<file path="src/design/wsd_pkg.sv">
package wsd_pkg;

  // Width of the numeric argument as it is accumulated; the result port is always 64 bits.
  localparam int ARG_WIDTH = 64;
  localparam int OUT_ARG_WIDTH = 64;

  // Source characters that carry meaning.
  localparam logic [7:0] CH_SPACE = 8'd32;
  localparam logic [7:0] CH_TAB   = 8'd9;
  localparam logic [7:0] CH_LF    = 8'd10;

  // Token codes.
  localparam logic [1:0] TOK_NONE = 2'd0;
  localparam logic [1:0] TOK_S    = 2'd1;
  localparam logic [1:0] TOK_T    = 2'd2;
  localparam logic [1:0] TOK_L    = 2'd3;

  // Decode positions.
  localparam logic [4:0] P_IDLE   = 5'd0;
  localparam logic [4:0] P_T      = 5'd1;
  localparam logic [4:0] P_STK    = 5'd2;
  localparam logic [4:0] P_STK_T  = 5'd3;
  localparam logic [4:0] P_STK_L  = 5'd4;
  localparam logic [4:0] P_ARI    = 5'd5;
  localparam logic [4:0] P_ARI_S  = 5'd6;
  localparam logic [4:0] P_ARI_T  = 5'd7;
  localparam logic [4:0] P_HEAP   = 5'd8;
  localparam logic [4:0] P_FLOW   = 5'd9;
  localparam logic [4:0] P_FL_S   = 5'd10;
  localparam logic [4:0] P_FL_T   = 5'd11;
  localparam logic [4:0] P_FL_L   = 5'd12;
  localparam logic [4:0] P_IO     = 5'd13;
  localparam logic [4:0] P_IO_S   = 5'd14;
  localparam logic [4:0] P_IO_T   = 5'd15;
  localparam logic [4:0] P_SIGN   = 5'd16;
  localparam logic [4:0] P_DIGITS = 5'd17;

  // Result status codes.
  localparam logic [1:0] ST_OK        = 2'd0;
  localparam logic [1:0] ST_UNKNOWN   = 2'd1;
  localparam logic [1:0] ST_SIGN      = 2'd2;
  localparam logic [1:0] ST_PREMATURE = 2'd3;

  // Opcodes.
  localparam logic [4:0] OP_PUSH     = 5'd0;
  localparam logic [4:0] OP_COPY     = 5'd1;
  localparam logic [4:0] OP_SLIDE    = 5'd2;
  localparam logic [4:0] OP_DUP      = 5'd3;
  localparam logic [4:0] OP_SWAP     = 5'd4;
  localparam logic [4:0] OP_DISCARD  = 5'd5;
  localparam logic [4:0] OP_ADD      = 5'd6;
  localparam logic [4:0] OP_SUB      = 5'd7;
  localparam logic [4:0] OP_MUL      = 5'd8;
  localparam logic [4:0] OP_DIV      = 5'd9;
  localparam logic [4:0] OP_MOD      = 5'd10;
  localparam logic [4:0] OP_STORE    = 5'd11;
  localparam logic [4:0] OP_RETRIEVE = 5'd12;
  localparam logic [4:0] OP_MARK     = 5'd13;
  localparam logic [4:0] OP_CALL     = 5'd14;
  localparam logic [4:0] OP_JUMP     = 5'd15;
  localparam logic [4:0] OP_JZ       = 5'd16;
  localparam logic [4:0] OP_JN       = 5'd17;
  localparam logic [4:0] OP_RET      = 5'd18;
  localparam logic [4:0] OP_END      = 5'd19;
  localparam logic [4:0] OP_OUTC     = 5'd20;
  localparam logic [4:0] OP_OUTN     = 5'd21;
  localparam logic [4:0] OP_INC      = 5'd22;
  localparam logic [4:0] OP_INN      = 5'd23;

  // What one token does in the command tree.
  localparam logic [1:0] ACT_GO   = 2'd0;  // move to another position
  localparam logic [1:0] ACT_NUM  = 2'd1;  // opcode that needs a number
  localparam logic [1:0] ACT_DONE = 2'd2;  // finished opcode
  localparam logic [1:0] ACT_BAD  = 2'd3;  // unknown command

  typedef struct packed {
    logic [1:0] kind;
    logic [4:0] val;
  } act_t;

  localparam act_t ACT_UNKNOWN = '{kind: ACT_BAD, val: 5'd0};

  function automatic act_t mk(input logic [1:0] kind, input logic [4:0] val);
    act_t a;
    a.kind = kind;
    a.val  = val;
    return a;
  endfunction

  function automatic act_t pick(input logic [1:0] tok, input act_t a_s, input act_t a_t,
                                input act_t a_l);
    act_t a;
    case (tok)
      TOK_S:   a = a_s;
      TOK_T:   a = a_t;
      default: a = a_l;
    endcase
    return a;
  endfunction

  function automatic logic [1:0] tokenize(input logic [7:0] ch);
    logic [1:0] t;
    case (ch)
      CH_SPACE: t = TOK_S;
      CH_TAB:   t = TOK_T;
      CH_LF:    t = TOK_L;
      default:  t = TOK_NONE;
    endcase
    return t;
  endfunction

  // Command tree walk for every position other than sign and digits.
  // Positions without meaning behave as idle.
  function automatic act_t tree_step(input logic [4:0] pos, input logic [1:0] tok);
    act_t a;
    case (pos)
      P_T:     a = pick(tok, mk(ACT_GO, P_ARI), mk(ACT_GO, P_HEAP), mk(ACT_GO, P_IO));
      P_STK:   a = pick(tok, mk(ACT_NUM, OP_PUSH), mk(ACT_GO, P_STK_T), mk(ACT_GO, P_STK_L));
      P_STK_T: a = pick(tok, mk(ACT_NUM, OP_COPY), ACT_UNKNOWN, mk(ACT_NUM, OP_SLIDE));
      P_STK_L: a = pick(tok, mk(ACT_DONE, OP_DUP), mk(ACT_DONE, OP_SWAP),
                        mk(ACT_DONE, OP_DISCARD));
      P_ARI:   a = pick(tok, mk(ACT_GO, P_ARI_S), mk(ACT_GO, P_ARI_T), ACT_UNKNOWN);
      P_ARI_S: a = pick(tok, mk(ACT_DONE, OP_ADD), mk(ACT_DONE, OP_SUB),
                        mk(ACT_DONE, OP_MUL));
      P_ARI_T: a = pick(tok, mk(ACT_DONE, OP_DIV), mk(ACT_DONE, OP_MOD), ACT_UNKNOWN);
      P_HEAP:  a = pick(tok, mk(ACT_DONE, OP_STORE), mk(ACT_DONE, OP_RETRIEVE), ACT_UNKNOWN);
      P_FLOW:  a = pick(tok, mk(ACT_GO, P_FL_S), mk(ACT_GO, P_FL_T), mk(ACT_GO, P_FL_L));
      P_FL_S:  a = pick(tok, mk(ACT_NUM, OP_MARK), mk(ACT_NUM, OP_CALL),
                        mk(ACT_NUM, OP_JUMP));
      P_FL_T:  a = pick(tok, mk(ACT_NUM, OP_JZ), mk(ACT_NUM, OP_JN), mk(ACT_DONE, OP_RET));
      P_FL_L:  a = pick(tok, ACT_UNKNOWN, ACT_UNKNOWN, mk(ACT_DONE, OP_END));
      P_IO:    a = pick(tok, mk(ACT_GO, P_IO_S), mk(ACT_GO, P_IO_T), ACT_UNKNOWN);
      P_IO_S:  a = pick(tok, mk(ACT_DONE, OP_OUTC), mk(ACT_DONE, OP_OUTN), ACT_UNKNOWN);
      P_IO_T:  a = pick(tok, mk(ACT_DONE, OP_INC), mk(ACT_DONE, OP_INN), ACT_UNKNOWN);
      default: a = pick(tok, mk(ACT_GO, P_STK), mk(ACT_GO, P_T), mk(ACT_GO, P_FLOW));
    endcase
    return a;
  endfunction

endpackage

</file>
<file path="src/design/whitespace_instruction_decoder.sv">
// Whitespace instruction decoder.
// Input channel: one source character per word (in_char_code), plus in_end_marker that
// closes a program. Space, tab and linefeed are tokens; all other characters are comments.
// Output channel: one word per decoded instruction or error (out_status, out_opcode,
// out_argument). Most input words produce no output word; they only advance the decoder.
// Both channels use valid/stall: a word moves on a rising edge with valid high and stall low.
// Timing: an input word is captured in an input register and decoded from there; if it
// finishes an instruction or raises an error, its result is loaded into the output
// register, which drives out_valid.
// Throughput: one input word per cycle while no result waits stalled in the output register,
// limited only by the single decode pass between the input register and the output register.
// Reset (synchronous, rst_n low) empties both registers and returns the decoder to idle with
// no pending error.
// When the receiver stalls with a result waiting, the decode stage holds its word and the
// input channel stalls once the input register is full; nothing is dropped.
module whitespace_instruction_decoder
  import wsd_pkg::*;
(
  input  logic                            clk,
  input  logic                            rst_n,
  input  logic                            in_valid,
  output logic                            in_stall,
  input  logic [7:0]                      in_char_code,
  input  logic                            in_end_marker,
  output logic                            out_valid,
  input  logic                            out_stall,
  output logic [1:0]                      out_status,
  output logic [4:0]                      out_opcode,
  output logic signed [OUT_ARG_WIDTH-1:0] out_argument
);

  // Input register.
  logic       s1_valid_r, s1_valid_nxt;
  logic [7:0] s1_char_r;
  logic       s1_end_r;

  // Decoder state.
  logic [4:0]           pos_r, pos_nxt;
  logic [4:0]           pend_op_r, pend_op_nxt;
  logic                 neg_r, neg_nxt;
  logic [ARG_WIDTH-1:0] mag_r, mag_nxt;
  logic                 err_r, err_nxt;

  // Output register.
  logic                            out_valid_r, out_valid_nxt;
  logic [1:0]                      out_status_r, status_nxt;
  logic [4:0]                      out_opcode_r, opcode_nxt;
  logic signed [OUT_ARG_WIDTH-1:0] out_argument_r, argument_nxt;

  logic                        advance;
  logic                        emit;
  logic [1:0]                  tok;
  act_t                        act;
  logic                        mid;
  logic signed [ARG_WIDTH-1:0] arg_val;

  // The decode stage moves whenever the output register is free or being drained.
  assign advance      = s1_valid_r && (!out_valid_r || !out_stall);
  assign in_stall     = s1_valid_r && !advance;
  assign s1_valid_nxt = in_stall ? s1_valid_r : in_valid;

  assign tok     = tokenize(s1_char_r);
  assign act     = tree_step(pos_r, tok);
  assign mid     = !err_r && (pos_r != P_IDLE) && (pos_r <= P_DIGITS);
  // Two's complement negation keeps the value modulo 2^ARG_WIDTH; the size cast to the
  // output width then sign-extends it.
  assign arg_val = $signed(neg_r ? (~mag_r + {{(ARG_WIDTH-1){1'b0}}, 1'b1}) : mag_r);

  always_comb begin
    pos_nxt      = pos_r;
    pend_op_nxt  = pend_op_r;
    neg_nxt      = neg_r;
    mag_nxt      = mag_r;
    err_nxt      = err_r;
    emit         = 1'b0;
    status_nxt   = ST_OK;
    opcode_nxt   = OP_PUSH;
    argument_nxt = '0;

    if (advance) begin
      if (s1_end_r) begin
        // End of program: always back to idle, and a half-read instruction is reported.
        pos_nxt = P_IDLE;
        neg_nxt = 1'b0;
        mag_nxt = '0;
        err_nxt = 1'b0;
        if (mid) begin
          emit       = 1'b1;
          status_nxt = ST_PREMATURE;
        end
      end else if (!err_r && tok != TOK_NONE) begin
        case (pos_r)
          P_SIGN: begin
            if (tok == TOK_L) begin
              emit       = 1'b1;
              status_nxt = ST_SIGN;
              pos_nxt    = P_IDLE;
              neg_nxt    = 1'b0;
              mag_nxt    = '0;
              err_nxt    = 1'b1;
            end else begin
              neg_nxt = (tok == TOK_T);
              mag_nxt = '0;
              pos_nxt = P_DIGITS;
            end
          end
          P_DIGITS: begin
            if (tok == TOK_L) begin
              emit         = 1'b1;
              opcode_nxt   = pend_op_r;
              argument_nxt = OUT_ARG_WIDTH'(arg_val);
              pos_nxt      = P_IDLE;
              neg_nxt      = 1'b0;
              mag_nxt      = '0;
            end else begin
              // Binary digits arrive most significant first; space is 0, tab is 1.
              mag_nxt = {mag_r[ARG_WIDTH-2:0], (tok == TOK_T)};
            end
          end
          default: begin
            case (act.kind)
              ACT_GO: begin
                pos_nxt = act.val;
              end
              ACT_NUM: begin
                pend_op_nxt = act.val;
                neg_nxt     = 1'b0;
                mag_nxt     = '0;
                pos_nxt     = P_SIGN;
              end
              ACT_DONE: begin
                emit       = 1'b1;
                opcode_nxt = act.val;
                pos_nxt    = P_IDLE;
                neg_nxt    = 1'b0;
                mag_nxt    = '0;
              end
              default: begin
                emit       = 1'b1;
                status_nxt = ST_UNKNOWN;
                pos_nxt    = P_IDLE;
                neg_nxt    = 1'b0;
                mag_nxt    = '0;
                err_nxt    = 1'b1;
              end
            endcase
          end
        endcase
      end
    end
  end

  always_comb begin
    if (emit) begin
      out_valid_nxt = 1'b1;
    end else if (!out_stall) begin
      out_valid_nxt = 1'b0;
    end else begin
      out_valid_nxt = out_valid_r;
    end
  end

  always_ff @(posedge clk) begin
    if (!rst_n) begin
      s1_valid_r  <= 1'b0;
      out_valid_r <= 1'b0;
      pos_r       <= P_IDLE;
      pend_op_r   <= OP_PUSH;
      neg_r       <= 1'b0;
      mag_r       <= '0;
      err_r       <= 1'b0;
    end else begin
      s1_valid_r  <= s1_valid_nxt;
      out_valid_r <= out_valid_nxt;
      pos_r       <= pos_nxt;
      pend_op_r   <= pend_op_nxt;
      neg_r       <= neg_nxt;
      mag_r       <= mag_nxt;
      err_r       <= err_nxt;
    end
  end

  always_ff @(posedge clk) begin
    if (in_valid && !in_stall) begin
      s1_char_r <= in_char_code;
      s1_end_r  <= in_end_marker;
    end
    if (emit) begin
      out_status_r   <= status_nxt;
      out_opcode_r   <= opcode_nxt;
      out_argument_r <= argument_nxt;
    end
  end

  assign out_valid    = out_valid_r;
  assign out_status   = out_status_r;
  assign out_opcode   = out_opcode_r;
  assign out_argument = out_argument_r;

endmodule
</file>
<file path="config.mk">
export PLATFORM = sky130hd
export DESIGN_NAME = whitespace_instruction_decoder
export DESIGN_NICKNAME = d
export VERILOG_FILES = /design/src/design/wsd_pkg.sv /design/src/design/whitespace_instruction_decoder.sv
export SDC_FILE = /design/constraint.sdc
export NUM_CORES = 1
export LEC_CHECK = 0
export BUFFER_PORTS_ARGS = -buffer_cell sky130_fd_sc_hd__clkbuf_2
export CAP_MARGIN = 20
export CORE_MARGIN = 5
export CORE_UTILIZATION = 40
export CTS_CLUSTER_SIZE = 30
export DETAILED_ROUTE_END_ITERATION = 12
export PLACE_DENSITY_LB_ADDON = 0.15
export SLEW_MARGIN = 25
export SYNTH_ARGS = -nofsm -noshare
export SYNTH_HDL_FRONTEND = slang
export SYNTH_SLANG_ARGS = --single-unit
</file>
<file path="constraint.sdc">
create_clock -name clk -period 12.8 [get_ports clk]
set_clock_uncertainty 0.05 [all_clocks]
set_input_delay 1.28 -clock clk [delete_from_list [all_inputs] [get_ports clk]]
set_output_delay 1.28 -clock clk [all_outputs]
set_load 0.05 [all_outputs]
</file>
**Yosys cells after proc, flatten, opt, wreduce, memory -nomap -nowiden**

Cells that the tools add are included.

- $add $sub $neg: 1
- Order comparisons: 1
- Equality and inequality tests: 31
- Mux-type cells: 59
- Bitwise operators: 7
- Reductions and logical operators: 27

Operators by type and width:

| operator | count |
|---|---|
| two-way mux 64 bit | 5 |
| one-hot mux 64 bit (2 select lines) | 1 |
| one-hot mux 7 bit (15 select lines) | 1 |
| adder 64 x 1 -> 64 bit, second input constant | 1 |
| NOT 64 bit | 1 |
| one-hot mux 6 bit (2 select lines) | 5 |
| one-hot mux 7 bit (2 select lines) | 4 |
| equality test 5 x 4 -> 1 bit, second input constant | 8 |
| two-way mux 5 bit | 6 |
| one-hot mux 5 bit (2 select lines) | 3 |
| one-hot mux 4 bit (2 select lines) | 3 |
| equality test 5 x 3 -> 1 bit, second input constant | 4 |
| two-way mux 1 bit | 19 |
| equality test 8 x 4 -> 1 bit, second input constant | 2 |
| one-hot mux 3 bit (2 select lines) | 2 |
| equality test 5 x 2 -> 1 bit, second input constant | 2 |
| equality test 5 bit, second input constant | 2 |
| AND reduction 5 bit | 2 |
| equality test 8 x 6 -> 1 bit, second input constant | 1 |
| two-way mux 2 bit | 4 |
| one-hot mux 2 bit (2 select lines) | 2 |
| equality test 2 bit, second input constant | 3 |
| logical AND 1 bit | 6 |
| two-way mux 6 bit | 1 |
| 21 further kinds | 38 |

- Register bits after elaboration: 158
- Input bits: 13
- Output and inout port bits: 73
- Logic and storage cells: 138

**Depth between registers and ports, before layout**

Gate-level depths: netlist of run 1.

- Depth in word-level cells: 14
- Depth in mapped cells: 14
- Gate-level depth less buffers: 11

**Least setup slack after synthesis of run 1**

OpenSTA, ideal clock, no wires.

- Path type: register -> register
- Start point: register s1_char_r[7]
- End point: register out_argument_r[0], in the netlist out_argument[0], enable pin
- Library setup time: 0.425 ns
- Arrival time: 3.921 ns
- Required time: 12.325 ns
- Slack: 8.404 ns
- Cell stages (with the launch flop): 13
- Buffers on the path: 2
- Clock period less this slack: 4.396 ns
- Cells stage by stage: edfxtp_1 > or4_1 > or3b_2 > inv_1 > ha_1 > clkbuf_1 > mux2_2 > nand4_1 > and3_1 > clkbuf_1 > nand2_1 > a21oi_1 > inv_1

- Word-level cells in the longest chain between the ends: 13
- Elaborated cells on any way between the ends: 30
- Those cells by class: 7 x eq/ne; 18 x mux; 5 x reduce/logical

RTL lines:

| element | RTL line | RTL |
|---|---|---|
| start, declared | whitespace_instruction_decoder.sv:34 | `logic [7:0] s1_char_r;` |
| start signal, assigned | whitespace_instruction_decoder.sv:185 | `s1_char_r <= in_char_code;` |
| equality test 8 x 4 -> 1 bit or equality test 8 x 6 -> 1 bit (tied branches) | wsd_pkg.sv:103 | `case (ch)` |
| one-hot mux 2 bit (3 select lines) (*) | wsd_pkg.sv:103 |  |
| equality test 2 bit or equality test 2 x 1 -> 1 bit (tied branches) | wsd_pkg.sv:93 | `case (tok)` |
| OR reduction 2 bit (no line) | - |  |
| two-way mux 6 bit | wsd_pkg.sv:93 |  |
| one-hot mux 7 bit (15 select lines) | wsd_pkg.sv:116 | `case (pos)` |
| equality test 2 x 1 -> 1 bit or zero test 2 bit (tied branches) | whitespace_instruction_decoder.sv:121 | `case (act.kind)` |
| OR reduction 2 bit (no line) | - |  |
| two-way mux 1 bit | whitespace_instruction_decoder.sv:121 |  |
| two-way mux 1 bit | - |  |
| two-way mux 1 bit (*) | whitespace_instruction_decoder.sv:91 | `end else if (!err_r && tok != TOK_NONE) begin` |
| two-way mux 1 bit (*) | whitespace_instruction_decoder.sv:81 | `if (s1_end_r) begin` |
| two-way mux 1 bit (*) | whitespace_instruction_decoder.sv:80 | `if (advance) begin` |
| named net emit | whitespace_instruction_decoder.sv:51 | `logic emit;` |
| end signal, assigned | whitespace_instruction_decoder.sv:191 | `out_argument_r <= argument_nxt;` |
| end, declared | whitespace_instruction_decoder.sv:48 | `logic signed [OUT_ARG_WIDTH-1:0] out_argument_r, argument_nxt;` |

The timed path passes the listed nets; every way through them passes the cells marked *.
A chain may end at the register's enable or synchronous reset.

**Worst setup path in the final report of run 1**

- Start point: register s1_char_r[7]
- End point: register out_argument_r[31], in the netlist out_argument[31], enable pin

Same word-level chain as after synthesis.

==> key figures, run 1 <==
Route
  • M1 WL: 8860 um
  • ANT nets after route: 0
  • Routed wire per std cell: ~15 um
  • Routed WL: ~18,000 um
  • DRC Markers: 0
  • Iteration count of the initial detailed-routing pass: 5
  • Via count: between 6,000 and 7,000
  • Metal3 WL: ~700 um
  • First DRT Iteration DRCs: 419
  • Metal2 WL: between 8000 and 9000 um
  • Top Layer Used: met4
  • DR vias/cell: approximately 5.2

Logic synthesis
  • Mapped Cells: about 860
  • Syn_nets: roughly 880
  • Post-Syn Area: between 8000 and 9000 um^2
  • Post-synth EDFFs: 80
  • Ys Warns: 0
  • Async SR Flop Fraction: 0%
  • Top_reg_cell synth: edfxtp_1
  • Mapped Avg Cell Area: ~9.6 um^2
  • Synth Register Bits: around 160
  • Post-synth top area cell: edfxtp_1
  • Sequential area share after synthesis: between 40% and 50%
  • Share of the synthesized area in the top cell type: between 20% and 30%
  • Synth cell types: 63
  • Area contributors post-synth: edfxtp_1, dfxtp_1, mux2i_1

Cells and area
  • Most common cell after layout, fill and taps aside: nand2_1
  • Commonest cells after routing, fill and taps aside: nand2_1, clkbuf_2, nor2_1, edfxtp_1, dfxtp_1
  • Nets: about 930
  • Multi-input logic area: between 3000 and 4000 um^2
  • Register area: between 3000 and 4000 um^2
  • Final instance area: about 9400 um^2
  • FILL cells: roughly 2,000
  • Layout cells sized above 1: 16.8%
  • Ant diodes: 0
  • Fin cells: 1,191
  • Fin util: between 40 and 50%
  • Area growth, synth to finish: 14.1%

Worst setup path
  • Data arrival, critical path: 4.35 ns
  • Worst path required time: around 13 ns
  • CP max FO: approximately 40
  • R2R cell count: 10
  • R2r setup slk: 8.45 ns
  • Critical path launch point type: flip-flop
  • End of the worst register-to-register path: out_argument[31]
  • Critical path type: reg -> reg
  • Crit end category: flip-flop
  • Reg-to-reg critical path startpoint: s1_char_r[7]
  • Setup crit start: s1_char_r[7]

Clocking
  • Inserted Clock Buffers: 17
  • H-tree lvl count: 4
  • Reg clk slew, reported paths: approximately 0.060 ns
  • Post-CTS Resized: 0
  • Worst skew pair latency: around 0.42 ns
  • Post CTS Setup Buffer Count: 0
  • Clk buf depth: 2
  • CTS Hold Bufs: 0
  • TritonCTS clock tree: done
  • Clock root buffer master: clkbuf_16
  • CTS sink cnt: between 150 and 200

STA
  • Post-layout minimum cycle time: 4.35 ns
  • RSZ-0062 raised after global routing: no
  • Actual slew at the worst max-slew pin: between 0.9 and 1 ns
  • Slew Limit Fails: 0
  • Highest clock rate: approximately 0.23 GHz
  • Relative slew margins: between 30% and 40%
  • Hold Vio Cnt, Final: 0
  • Worst hold margin: roughly 0.42 ns
  • Final Cycle Share: between 30 and 40%
  • Total negative slack: 0 ns
  • Final setup fails: 0

Hold path
  • Hold-critical path depth: 2
  • Min-delay src: pend_op_r[1]
  • WHS Endpoint: pend_op_r[1]
  • Min-Delay Path Class: reg -> reg

Placement
  • Port Buffer Count: 85
  • Post-detail-place hpwl: approximately 12,000 um
  • Placed Cells: about 1,200
  • Area after DPL: 8820 um^2
  • Placer Congestion: ~0.77

Die
  • Die footprint: roughly 24,000 um^2
  • Core area: 20,200 um^2
  • Core Rows: 52
  • Die Wd: approximately 150 um
  • Die H: about 150 um
  • Boundary pin count: 86
  • Starting Density: approximately two fifths

Global route
  • First-pass GRT wire length: 30,800 um
  • Largest net degree at the start of global routing: 83
  • Antenna violations before repair: 0
  • Grt ovf: 0
  • GRT Overall Usage: between 10% and 20%
  • Vias in the first global route: 5,929

Power and ir drop
  • Power Dens Cells: 110 nW/um^2
  • Leak Pwr: about 3.6 nW
  • Maximum VDD drop: between 80 and 90 uV

Flow run
  • Max-capacitance violation count: 0

Outcome
  • Outcome: finished, final reports clean
## final cells by class
cell class,count,share of cell area [%]
timing repair buffer,93,5.22
clock inverter,14,1.28
inverter,10,0.400
multi-input combinational,628,42.5
sequential,158,42.3
clock buffer,18,4.68
tap,270,3.60
## state kept, by name (all words and copies together), names as in the netlist
register      flops
pend_op_r         5
out_opcode        5
mag_r            64
s1_valid_r        1
err_r             1
s1_end_r          1
out_status        2
pos_r             5
out_argument     64
neg_r             1
out_valid         1
s1_char_r         8
## routing by layer
layer  up-vias  track usage, %
met5         -               0
met4         0            4.88
met3        26            3.45
met2       122            24.8
met1      2885            21.9
li1       3137               -
## worst max-delay path, stage by stage, from the launching register on
cell and delay, ns:
edfxtp_1 0.35, or4_1 0.56, or3b_2 0.50, ha_1 0.59
mux2_2 0.24, nand4_1 0.08, and3_1 0.29, nand2_1 0.09
a21oi_1 0.10, inv_2 0.54, buf_4 0.59
## per-stage QoR
stage               worst slack (ns)  total power [mW]
floorplan                       8.40             0.560
global placement                8.41             0.567
detailed placement              8.41             0.567
CTS                             8.39              1.04
global route                    8.16              1.07
finish                          8.45              1.03
## how the worst max path moves through the flow
| stage | end | slack, ns | cells past startpoint |
|---|---|---|---|
| 2_1_floorplan | out_argument[0] | 8.40 | 12 |
| 3_3_place_gp | mag_r[31] | 8.41 | 10 |
| 3_5_place_dp | out_argument[48] | 8.41 | 10 |
| 4_1_cts | out_argument[48] | 8.39 | 10 |
| 5_1_grt | out_argument[48] | 8.16 | 10 |
| 6_report | out_argument[31] | 8.45 | 10 |
## kinds of logic (layout without fill, tap and decap cells)
kind of cell | after synthesis | count (layout) | share of synthesized area, %
adder cells (fa/ha/maj) | 6 | 6 | 0.913
buffers and inverters | 71 | 135 | 3.38
multiplexers | 75 | 75 | 9.21
AND/OR/NAND/NOR | 368 | 368 | 21.1
flip-flops | 158 | 158 | 48.2
XOR/XNOR | 64 | 64 | 6.82
AO/OA/AOI/OAI | 115 | 115 | 10.4
## where the power goes
group	internal (mW)	switching (mW)
sequential	0.530	0.00195
combinational	0.00853	0.0152
clock	0.272	0.204
total	0.810	0.221
## synth_stat cells, drive strengths merged (6+ instances only)
cell	instances
a21oi	14
buf	12
nand4	6
mux2i	70
o41ai	19
xor2	60
nand3	13
o21ai	29
o31ai	19
nor3	16
nor4	9
nor2b	11
or3	17
clkbuf	49
ha	6
nor2	84
inv	10
or4	12
nand2b	7
dfxtp	78
edfxtp	80
nand2	169
(Power assumes the default switching activity.)
==> run 2, diff against run 1 <==
clock period = 4.2 ns   (was 12.8 ns; I/O delays follow)
==> key figures, run 2 (synthesis gave the netlist of run 1 again) <==
Die
  • Core area: 20,200 um^2 (unchanged)
  • Boundary pin count: 86 (unchanged)
  • Die H: 153 um (unchanged)
  • Die Wd: 153 um (unchanged)
  • Core Rows: 52 (unchanged)
  • Starting Density: 40.6% (unchanged)
  • Die footprint: 23,500 um^2 (unchanged)

Global route
  • GRT Overall Usage: 15.9% (+0.11 points)
  • Antenna violations before repair: 0 (unchanged)
  • Largest net degree at the start of global routing: 82 (-1.2%)
  • First-pass GRT wire length: 31,200 um (+1.3%)
  • Vias in the first global route: 5,906 (-0.39%)
  • Grt ovf: 0 (unchanged)

Cells and area
  • Nets: 937 (+1.1%)
  • Final instance area: 9500 um^2 (+1.3%)
  • Area growth, synth to finish: 15.6%
  • Layout cells sized above 1: 17.9% (+1.1 points)
  • Multi-input logic area: 3990 um^2 (about the same)
  • Ant diodes: 0 (unchanged)
  • Commonest cells after routing, fill and taps aside: nand2_1, clkbuf_2, nor2_1, edfxtp_1, dfxtp_1
  • Register area: 3970 um^2 (unchanged)
  • FILL cells: 1,943 (-1.3%)
  • Most common cell after layout, fill and taps aside: nand2_1

STA
  • Worst hold margin: 0.118 ns (-0.302 ns)
  • Total negative slack: 0 ns (unchanged)
  • Highest clock rate: 0.269 GHz (+17%)
  • RSZ-0062 raised after global routing: no
  • Actual slew at the worst max-slew pin: 0.859 ns (-0.103 ns)
  • Final setup fails: 0 (unchanged)
  • Relative slew margins: 42.7% (+7.4 points)
  • Final Cycle Share: 88.5% (+55 points)
  • Slew Limit Fails: 0 (unchanged)
  • Post-layout minimum cycle time: 3.72 ns (-0.630 ns)
  • Hold Vio Cnt, Final: 0 (unchanged)

Worst setup path
  • R2R cell count: 11 (+1)
  • Critical path type: reg -> reg
  • Crit end category: flip-flop
  • CP max FO: 32 (-22%)
  • Worst path required time: 4.49 ns (-8.32 ns)
  • Critical path launch point type: flip-flop
  • Data arrival, critical path: 4.01 ns (-0.34 ns)

Power and ir drop
  • P_sw: 679 uW (+210%)
  • Clock share of power: 46.1% (about the same)
  • Sw frac: 21.6% (+0.097 points)
  • Leak Pwr: 3.63 nW (+1.7%)
  • Sequential share of power: 51.4% (about the same)
  • Overall Power: 3.15 mW (+210%)
  • Power Dens Cells: 332 nW/um^2 (+200%)
  • Maximum VDD drop: 256 uV (+200%)
  • Combinational Power Share: 2.5% (+0.2 points)
  • Internal: 2.47 mW (+210%)

Clocking
  • Inserted Clock Buffers: 17 (unchanged)
  • Reg clk slew, reported paths: 0.06 ns (about the same)
  • Post CTS Setup Buffer Count: 0 (unchanged)
  • TritonCTS clock tree: done
  • Post-CTS Resized: 0 (unchanged)
  • Clock root buffer master: clkbuf_16
  • H-tree lvl count: 4 (unchanged)
  • Clk buf depth: 2 (unchanged)
  • Worst skew pair latency: 0.42 ns (about the same)
  • CTS Hold Bufs: 0 (unchanged)
  • CTS sink cnt: 158 (unchanged)

Route
  • Routed WL: 18,500 um (+0.75%)
  • DRC Markers: 0 (unchanged)
  • Iteration count of the initial detailed-routing pass: 4 (-1)
  • First DRT Iteration DRCs: 399 (-4.8%)
  • Via count: 6,246 (+1.2%)
  • DR vias/cell: 5.20 (+0.39%)
  • Routed wire per std cell: 15.4 um (about the same)
  • ANT nets after route: 0 (unchanged)

Placement
  • Placer Congestion: 0.833 (+8.8%)
  • Post-detail-place hpwl: 12,200 um (+1.3%)
  • Port Buffer Count: 85 (unchanged)
  • Area after DPL: 8930 um^2 (+1.3%)

Outcome
  • Outcome: finished, final reports clean

Hold path
  • Hold-critical path depth: 1 (-1)
  • Min-Delay Path Class: in -> reg

Flow run
  • Max-capacitance violation count: 0 (unchanged)
## run 2: changes by cell type in the layout (fill, tap and decap cells not counted), moves of 2 or more
cell      delta
buf_12       +3
clkinv_1     -2
clkinv_4     +2
buf_4        +8
## run 2: metal layers
layer | vias to the layer above | global-route usage, % | part of all wire (%)
met5 | - | 0 | 0
met1 | 2976 | 22.3 | 48
met4 | 0 | 4.08 | 0.90
li1 | 3151 | - | -
met2 | 110 | 25.2 | 47
met3 | 9 | 3.31 | 3.5
## run 2: cell type report
type / count / share of cell area, %
clock buffer: 21 / 5.07
clock inverter: 11 / 0.896
inverter: 10 / 0.435
multi-input combinational: 628 / 42.0
sequential: 158 / 41.7
tap: 270 / 3.56
timing repair buffer: 103 / 6.30
## run 2: path summary, 6_finish.rpt
check                                      from            to  slack (ns)
worst min-delay path            in_char_code[4]  s1_char_r[4]        0.12
worst max-delay path               s1_char_r[6]     mag_r[23]        0.48
worst max register to register     s1_char_r[6]     mag_r[23]        0.48
worst min register to register     pend_op_r[1]  pend_op_r[1]        0.42
## run 2: worst max-delay path: stages (launching register included)
cell and delay [ns]:
edfxtp_1 0.37, or4_1 0.53, or3b_2 0.51, ha_1 0.34, or3b_1 0.40, a21oi_1 0.16
a221oi_1 0.07, buf_4 0.20, o211a_1 0.29, nor2_4 0.20, buf_12 0.26, mux2i_1 0.23
## run 2: metrics by stage
stage / util [%] / std cells / setup slack, ns
finish: 47.0 / 1201 / 0.482
global placement: 44.2 / 1169 / 0.578
floorplan: - / 857 / 0.0769
CTS: 47.0 / 1201 / 0.501
detailed placement: 44.2 / 1169 / 0.518
global route: 47.0 / 1201 / 0.278
## run 2: power groups by stage
stage          Combinational (mW)  Sequential (mW)  Clock [mW]
4_1_cts                    0.0797             1.62        1.49
5_1_grt                    0.0858             1.62        1.56
3_3_place_gp               0.0795             1.65           0
3_5_place_dp               0.0796             1.65           0
6_report                   0.0791             1.62        1.45
2_1_floorplan              0.0546             1.65           0
==> run 3, diff against run 2 <==
--- a/config.mk
+++ b/config.mk
@@ -9,3 +9,3 @@
 export CAP_MARGIN = 20
-export CORE_MARGIN = 5
+export CORE_MARGIN = 1
 export CORE_UTILIZATION = 40
==> constraint.sdc (replaced) <==
create_clock -name clk -period 4.2 [get_ports clk]
set_clock_uncertainty 0.05 [all_clocks]
set_input_delay 1.05 -clock clk [delete_from_list [all_inputs] [get_ports clk]]
set_output_delay 1.05 -clock clk [all_outputs]
set_load 0.05 [all_outputs]
==> key figures, run 3 (synthesis gave the netlist of run 1 again) <==
Outcome
  • Outcome: finished, final reports clean

Global route
  • Vias in the first global route: 5,836 (-1.2%)
  • First-pass GRT wire length: 30,100 um (-3.5%)
  • Grt ovf: 0 (unchanged)
  • Largest net degree at the start of global routing: 82 (unchanged)
  • Antenna violations before repair: 0 (unchanged)
  • GRT Overall Usage: 17.8% (+1.9 points)

Worst setup path
  • Critical path type: reg -> reg
  • Worst-path cell chain: or4_1 -> or3b_2 -> ha_1 -> mux2_2 -> mux2i_1 -> a221oi_1 -> o211a_1 -> nor2_4 -> buf_4 -> mux2i_1
  • CP max stage cell: a221oi_1
  • R2r setup slk: 0.27 ns (-0.21 ns)
  • Reg-to-reg critical path startpoint: s1_char_r[7]
  • End of the worst register-to-register path: mag_r[6]
  • Slowest Stage Delay on Critical Path: 0.68 ns (+0.15 ns)
  • Worst path required time: 4.46 ns (-0.03 ns)
  • Crit path top cell by count: mux2i_1
  • CP max FO: 17 (-47%)
  • Critical path launch point type: flip-flop
  • Setup crit start: s1_char_r[7]
  • Crit end category: flip-flop
  • R2R cell count: 10 (-1)
  • Data arrival, critical path: 4.19 ns (+0.18 ns)

Clocking
  • Post-CTS Resized: 0 (unchanged)
  • CTS sink cnt: 158 (unchanged)
  • TritonCTS clock tree: done
  • Clk buf depth: 2 (unchanged)
  • Reg clk slew, reported paths: 0.06 ns (about the same)
  • Inserted Clock Buffers: 17 (unchanged)
  • H-tree lvl count: 4 (unchanged)
  • CTS Hold Bufs: 0 (unchanged)
  • Clock root buffer master: clkbuf_16
  • Worst skew pair latency: 0.44 ns (+0.02 ns)
  • Post CTS Setup Buffer Count: 0 (unchanged)

Cells and area
  • Ant diodes: 0 (unchanged)
  • Final instance area: 9490 um^2 (about the same)
  • Commonest cells after routing, fill and taps aside: nand2_1, clkbuf_2, nor2_1, edfxtp_1, dfxtp_1
  • Layout cells sized above 1: 17.3% (-0.66 points)
  • Most common cell after layout, fill and taps aside: nand2_1
  • Area growth, synth to finish: 15.5% (about the same)
  • Nets: 932 (-0.53%)

STA
  • Hold Vio Cnt, Final: 0 (unchanged)
  • Worst hold margin: 0.423 ns (+0.305 ns)
  • Relative slew margins: 41.0% (-1.8 points)
  • Highest clock rate: 0.255 GHz (-5.4%)
  • Final setup fails: 0 (unchanged)
  • Post-layout minimum cycle time: 3.93 ns (+0.210 ns)
  • Slew Limit Fails: 0 (unchanged)
  • RSZ-0062 raised after global routing: no
  • Actual slew at the worst max-slew pin: 0.886 ns (+0.0263 ns)
  • Final WS setup: 0.272 ns (-0.210 ns)
  • Final Cycle Share: 93.5% (+5.0 points)
  • Total negative slack: 0 ns (unchanged)

Route
  • DRC Markers: 0 (unchanged)
  • First DRT Iteration DRCs: 421 (+5.5%)
  • Routed wire per std cell: 15.2 um (-1.7%)
  • DR vias/cell: 5.18 (-0.43%)
  • ANT nets after route: 0 (unchanged)
  • Via count: 6,193 (-0.85%)
  • Routed WL: 18,100 um (-2.1%)
  • Iteration count of the initial detailed-routing pass: 4 (unchanged)

Die
  • Die H: 145 um (-5.2%)
  • Die Wd: 145 um (-5.2%)
  • Die footprint: 21,100 um^2 (-10%)
  • Boundary pin count: 86 (unchanged)
  • Core Rows: 52 (unchanged)
  • Core area: 20,200 um^2 (-0.32%)
  • Starting Density: 40.7% (+0.13 points)

Placement
  • Area after DPL: 8900 um^2 (-0.42%)
  • Post-detail-place hpwl: 11,700 um (-3.5%)
  • Port Buffer Count: 85 (unchanged)
  • Place WS: 0.287 ns (-0.231 ns)
  • Placer Congestion: 0.806 (-3.2%)

Hold path
  • Min-Delay Path Class: reg -> reg
  • WHS Endpoint: pend_op_r[2]
  • Min-delay src: pend_op_r[2]
  • Hold-critical path depth: 2 (+1)

Power and ir drop
  • Power Dens Cells: 345 nW/um^2 (+4.0%)
  • Overall Power: 3.27 mW (+3.9%)
  • Maximum VDD drop: 300 uV (+17%)
  • Leak Pwr: 3.61 nW (-0.64%)

Flow run
  • Max-capacitance violation count: 0 (unchanged)
==> run 3: per-stage QoR <==
step,utilization [%],std cells
after floorplan,-,857
after global placement,44.1,1164
after detailed placement,44.1,1164
after CTS,47.1,1196
after global routing,47.1,1196
final,47.1,1196
==> run 3: report_power, final <==
part           switching [mW]  total [mW]  internal, mW
Sequential            0.00628        1.62          1.61
Clock                   0.637        1.58         0.941
Combinational          0.0471      0.0749        0.0278
Total                   0.691        3.27          2.58
==> run 3: layer usage <==
metal / GRT usage, % / share of wire (%)
met1: 24.1 / 49
met2: 28.1 / 47
met3: 3.64 / 2.8
met4: 6.37 / 1.5
met5: 0 / 0
==> run 3: critical path: cells and delay by family, from the launching register on <==
kind | cells | cell delay [ns]
simple gates | 3 | 1.13
flops | 1 | 0.35
compound gates | 2 | 1.00
buf+inv | 1 | 0.25
fa+ha+maj | 1 | 0.57
mux | 3 | 0.44
==> run 3: how the worst max path moves through the flow <==
stage | end | slack, ns | cells past startpoint
2_1_floorplan | out_argument[0] | 0.08 | 10
3_3_place_gp | mag_r[9] | 0.33 | 10
3_5_place_dp | mag_r[6] | 0.29 | 10
4_1_cts | mag_r[6] | 0.27 | 10
5_1_grt | mag_r[11] | 0.02 | 10
6_report | mag_r[6] | 0.27 | 10
==> run 3: cell type report <==
cell class                 instances  area, um^2
clock buffer                      20         437
tap                              270         338
clock inverter                    12         160
sequential                       158        3970
timing repair buffer              98         561
fill                            1966       10700
multi-input combinational        628        3990
inverter                          10        41.3
